## src/rtl/gbs_pkg.sv

```systemverilog
`timescale 1ns / 1ps
`default_nettype none

package gbs_pkg;

    localparam int IMG_COLS = 640;
    localparam int IMG_ROWS = 480;
    localparam int PIXELS   = IMG_COLS * IMG_ROWS;

    localparam int IDX_W  = 19;
    localparam int PIX_W  = 25;
    localparam int ADDR_W = (PIXELS > 1) ? $clog2(PIXELS) : 1;
    localparam int VAL_W  = 8;
    localparam int FC_W   = 10;
    localparam int SUM_W  = 18;
    localparam int SQ_W   = 26;
    localparam int MEM_W  = SUM_W + SQ_W;
    localparam int DEV_W  = 27;
    localparam int VAR_W  = 15;

    localparam logic [FC_W-1:0]  FRAME_COUNT_RESET = FC_W'(1000);
    localparam logic [VAL_W-1:0] MEAN_MAX          = VAL_W'(255);
    localparam logic [VAR_W-1:0] VAR_MAX           = VAR_W'(16384);

    localparam int Q_DEPTH = 4;
    localparam int Q_PTR_W = $clog2(Q_DEPTH);
    localparam int Q_CNT_W = Q_PTR_W + 1;

    localparam logic CMD_LEARN  = 1'b0;
    localparam logic CMD_DETECT = 1'b1;

    typedef struct packed {
        logic [SUM_W-1:0] sum;
        logic [SQ_W-1:0]  sq;
        logic [VAL_W-1:0] val;
        logic [FC_W-1:0]  nfr;
    } det_item_t;

    typedef struct packed {
        logic valid;
        logic ready;
    } hs_t;

endpackage

`default_nettype wire

```

## src/rtl/gbs_queue.sv

```systemverilog
`timescale 1ns / 1ps
`default_nettype none

module gbs_queue (
    input  logic                  aclk,
    input  logic                  aresetn,
    input  logic                  in_valid,
    output logic                  in_ready,
    input  gbs_pkg::det_item_t    in_item,
    output logic                  out_valid,
    input  logic                  out_ready,
    output gbs_pkg::det_item_t    out_item
);

    gbs_pkg::det_item_t             slot [0:gbs_pkg::Q_DEPTH-1];
    logic [gbs_pkg::Q_PTR_W-1:0]    wr_ptr_reg;
    logic [gbs_pkg::Q_PTR_W-1:0]    rd_ptr_reg;
    logic [gbs_pkg::Q_CNT_W-1:0]    count_reg;
    logic [gbs_pkg::Q_CNT_W-1:0]    count_next;
    logic                           push;
    logic                           pop;

    assign in_ready  = count_reg != gbs_pkg::Q_CNT_W'(gbs_pkg::Q_DEPTH);
    assign out_valid = count_reg != '0;
    assign out_item  = slot[rd_ptr_reg];
    assign push      = in_valid && in_ready;
    assign pop       = out_valid && out_ready;

    always_comb begin
        count_next = count_reg;
        if (push && !pop) begin
            count_next = count_reg + 1'b1;
        end else if (pop && !push) begin
            count_next = count_reg - 1'b1;
        end
    end

    always_ff @(posedge aclk) begin
        if (push) begin
            slot[wr_ptr_reg] <= in_item;
        end
    end

    always_ff @(posedge aclk) begin
        if (!aresetn) begin
            wr_ptr_reg <= '0;
            rd_ptr_reg <= '0;
            count_reg  <= '0;
        end else begin
            if (push) begin
                wr_ptr_reg <= wr_ptr_reg + 1'b1;
            end
            if (pop) begin
                rd_ptr_reg <= rd_ptr_reg + 1'b1;
            end
            count_reg <= count_next;
        end
    end

    a_count_bound: assert property (@(posedge aclk) disable iff (!aresetn)
        count_reg <= gbs_pkg::Q_CNT_W'(gbs_pkg::Q_DEPTH))
        else $error("queue count beyond depth");

endmodule

`default_nettype wire

```

## config.mk

```make
export PLATFORM = sky130hd
export DESIGN_NAME = gbs_queue
export DESIGN_NICKNAME = d
export VERILOG_FILES = /design/src/rtl/gbs_pkg.sv /design/src/rtl/gbs_queue.sv
export SDC_FILE = /design/constraint.sdc
export NUM_CORES = 1
export LEC_CHECK = 0
export BUFFER_PORTS_ARGS = -buffer_cell sky130_fd_sc_hd__buf_2
export CAP_MARGIN = 30
export CORE_ASPECT_RATIO = 1.2
export CORE_UTILIZATION = 51
export DETAILED_ROUTE_END_ITERATION = 16
export GPL_TIMING_DRIVEN = 0
export HOLD_SLACK_MARGIN = 0.03
export PLACE_DENSITY_LB_ADDON = 0.05
export SYNTH_ARGS = -nofsm -noshare
export SYNTH_HDL_FRONTEND = slang
export SYNTH_SLANG_ARGS = --single-unit
```

## constraint.sdc

```tcl
create_clock -name aclk -period 3.1 [get_ports aclk]
set_clock_uncertainty 0.15 [all_clocks]
set_input_delay 0.155 -clock aclk [delete_from_list [all_inputs] [get_ports aclk]]
set_output_delay 0.155 -clock aclk [all_outputs]
set_load 0.005 [all_outputs]
```

==> results.toml <==
[routing]
drtIter0Drc = 223
drc = 0
avgViaCountPerCell = 5.32
vias = 4466
wl_um = 16500
wl_per_cell_um = 19.6
drtPass1Iterations = 6
ant_nets = 0

[yosys]
avgSynthCellArea_um2 = 25.6
syn-cell-area_um2 = 9510
synth_warnings = 0
synth.distinct_cells = 24
syn_nets = 444
synth-seq-area-share = 0.802
synth_seq_cells = 257
synth_cells = 372

[sta]
maxSlewHeadroom = 0.686
fmax_mhz = 368
setup_ws_ns = 0.383
post-route-min-period_ns = 2.72
finalCritPeriodShare = 0.876
fin_setup_tns_ns = 0
hold_violations = 0
drv_slew = 0
tightest_slew_ns = 0.471
rsz0062_at_grt = "false"
finalSetupViolCount = 0
fin_hold_ws_ns = 0.250

[clock_tree]
clkLatencyLatePin_ns = 0.51
cts_buffer_depth = 3
cts.sink_count = 257
clkTransAtPathRegs_ns = 0.06
post-cts-setup-buffers = 0
hold_buffers = 66
cts_buffers = 25
post_cts_resized = 0
tritoncts = "done"
cts_root_buf = "clkbuf_16"
cts_max_level = 1

[final_layout]
areaGrowthSynthToFinish_pct = 25.8
n_antenna_cell = 0
largest_register_ff_count = 248
fin_nets = 669
fin_area_um2 = 12000
n_fill_cell = 1247
drive_gt1_frac = 0.398
final-seq-area_um2 = 7630
multi_input_area_um2 = 1710
final_cells = 839
fin_util = 0.656

[placement]
hpwl_um = 9620
placed_cells = 728
place_area_um2 = 10500
gp_congestion = 0.687
io_buffers = 128
pre_cts_ws_ns = 0.458

[min_path]
hp-start = "in_item[49]"
hp-class = "input pin to register"

[power]
power_density_nw_per_um2 = 780
vdd_drop_max_mv = 0.529
totalPowerFinal_mw = 9.33
power.leakage_nw = 4.10

[critical_path]
worstPathRequired_ns = 3.37
worstPathArrival_ns = 2.99
path_max_fanout = 7
cp_slowest_stage_delay_ns = 0.52
start_kind = "register"
crit_chain = "nor2_1, a21boi_2, ha_1, inv_1, fa_1, xor2_1, or3_1, a21boi_0"
reg2reg_from = "count_reg[0]"
crit_start = "count_reg[0]"
critPathKind = "register to register"
slowest_stage = "dfxtp_1"
endpoint_kind = "register"

[global_routing]
first_global_vias = 4829
grt_antenna_before_repair = 0
grt_remaining_overflow = 0
grt_usage = 0.177
grt_max_degree = 53
grt_pass1_wl_um = 25600

[flow_run]
drv_cap = 0

[floorplanning]
num_rows = 54
pin_count = 130
coreArea_um2 = 18200
start_util = 0.521
die_h_um = 152
die_area_um2 = 19200
fp.dieW_um = 127

[status]
status = "finished clean"
[worst max-delay path: cells and delay by family, from the launching register on]
kind	cells	cell delay, ns
AO/OA/AOI/OAI	2	0.60
AND/OR/NAND/NOR	2	0.44
XOR/XNOR	1	0.19
buffers and inverters	1	0.07
flip-flops	1	0.52
adder cells (fa/ha/maj)	2	0.67
[metal layers]
metal / GRT usage / share of wire
met1: 0.218 / 0.40
met5: 0 / 0
met3: 0.0348 / 0.051
met2: 0.324 / 0.53
met4: 0.0476 / 0.017
[layout make-up]
class	instances	area share
Sequential cell	257	0.638
Multi-Input combinational cell	97	0.143
Timing Repair Buffer	198	0.117
Clock buffer	36	0.0583
Tap cell	224	0.0234
Buffer	15	0.0141
Clock inverter	9	0.00565
Inverter	3	0.000941
[placed cells by master (no fill, tap or decap), types with 4 or more instances in the layout]
cell type and instances:
clkinv_1 4, buf_12 8, buf_2 134, dlygate4sd3_1 66, clkbuf_1 10, edfxtp_1 248
clkbuf_16 25, mux4_2 60, dfxtp_1 9, ha_1 5, and2_1 4, nand2_1 5
and2_4 4
[Yosys cell counts]
| master | number | area share |
|---|---|---|
| inv_1 | 3 | 0.0012 |
| o311ai_2 | 1 | 0.0017 |
| buf_2 | 6 | 0.0032 |
| mux4_1 | 2 | 0.0055 |
| o31ai_4 | 1 | 0.0022 |
| ha_1 | 5 | 0.0066 |
| a21boi_2 | 1 | 0.0012 |
| nand2_1 | 5 | 0.0020 |
| buf_12 | 6 | 0.013 |
| a21boi_0 | 1 | 0.00079 |
| nor2_1 | 1 | 0.00039 |
| fa_1 | 1 | 0.0021 |
| xor2_1 | 1 | 0.00092 |
| dfxtp_1 | 9 | 0.019 |
| mux2i_1 | 3 | 0.0032 |
| o21ai_0 | 1 | 0.00053 |
| and2_1 | 8 | 0.0053 |
| edfxtp_1 | 248 | 0.78 |
| clkbuf_1 | 2 | 0.00079 |
| nor2b_1 | 1 | 0.00066 |
| mux4_2 | 60 | 0.14 |
| buf_6 | 1 | 0.0012 |
| or3_1 | 2 | 0.0013 |
| xnor2_1 | 3 | 0.0028 |
[final timing paths]
path	end	slack (ns)	depth (start not counted)
setup / recovery	count_reg[2]	0.38	8
hold reg to reg	wr_ptr_reg[1]	0.39	2
hold / removal	slot[3][49]	0.25	2
setup reg to reg	count_reg[2]	0.38	8
[power by group]
group,switching [mW],internal [mW]
Sequential,0.108,4.21
Combinational,0.976,1.22
Clock,1.17,1.64
[logic make-up after synthesis]
logic type      count (synthesis)  synth area share
mux                            65             0.151
simple gates                   17           0.00960
fa+ha+maj                       6           0.00868
buf+inv                        18            0.0189
flops                         257             0.802
compound gates                  5           0.00645
xor+xnor                        4           0.00368
No activity file was read; power rests on OpenSTA's default activity.
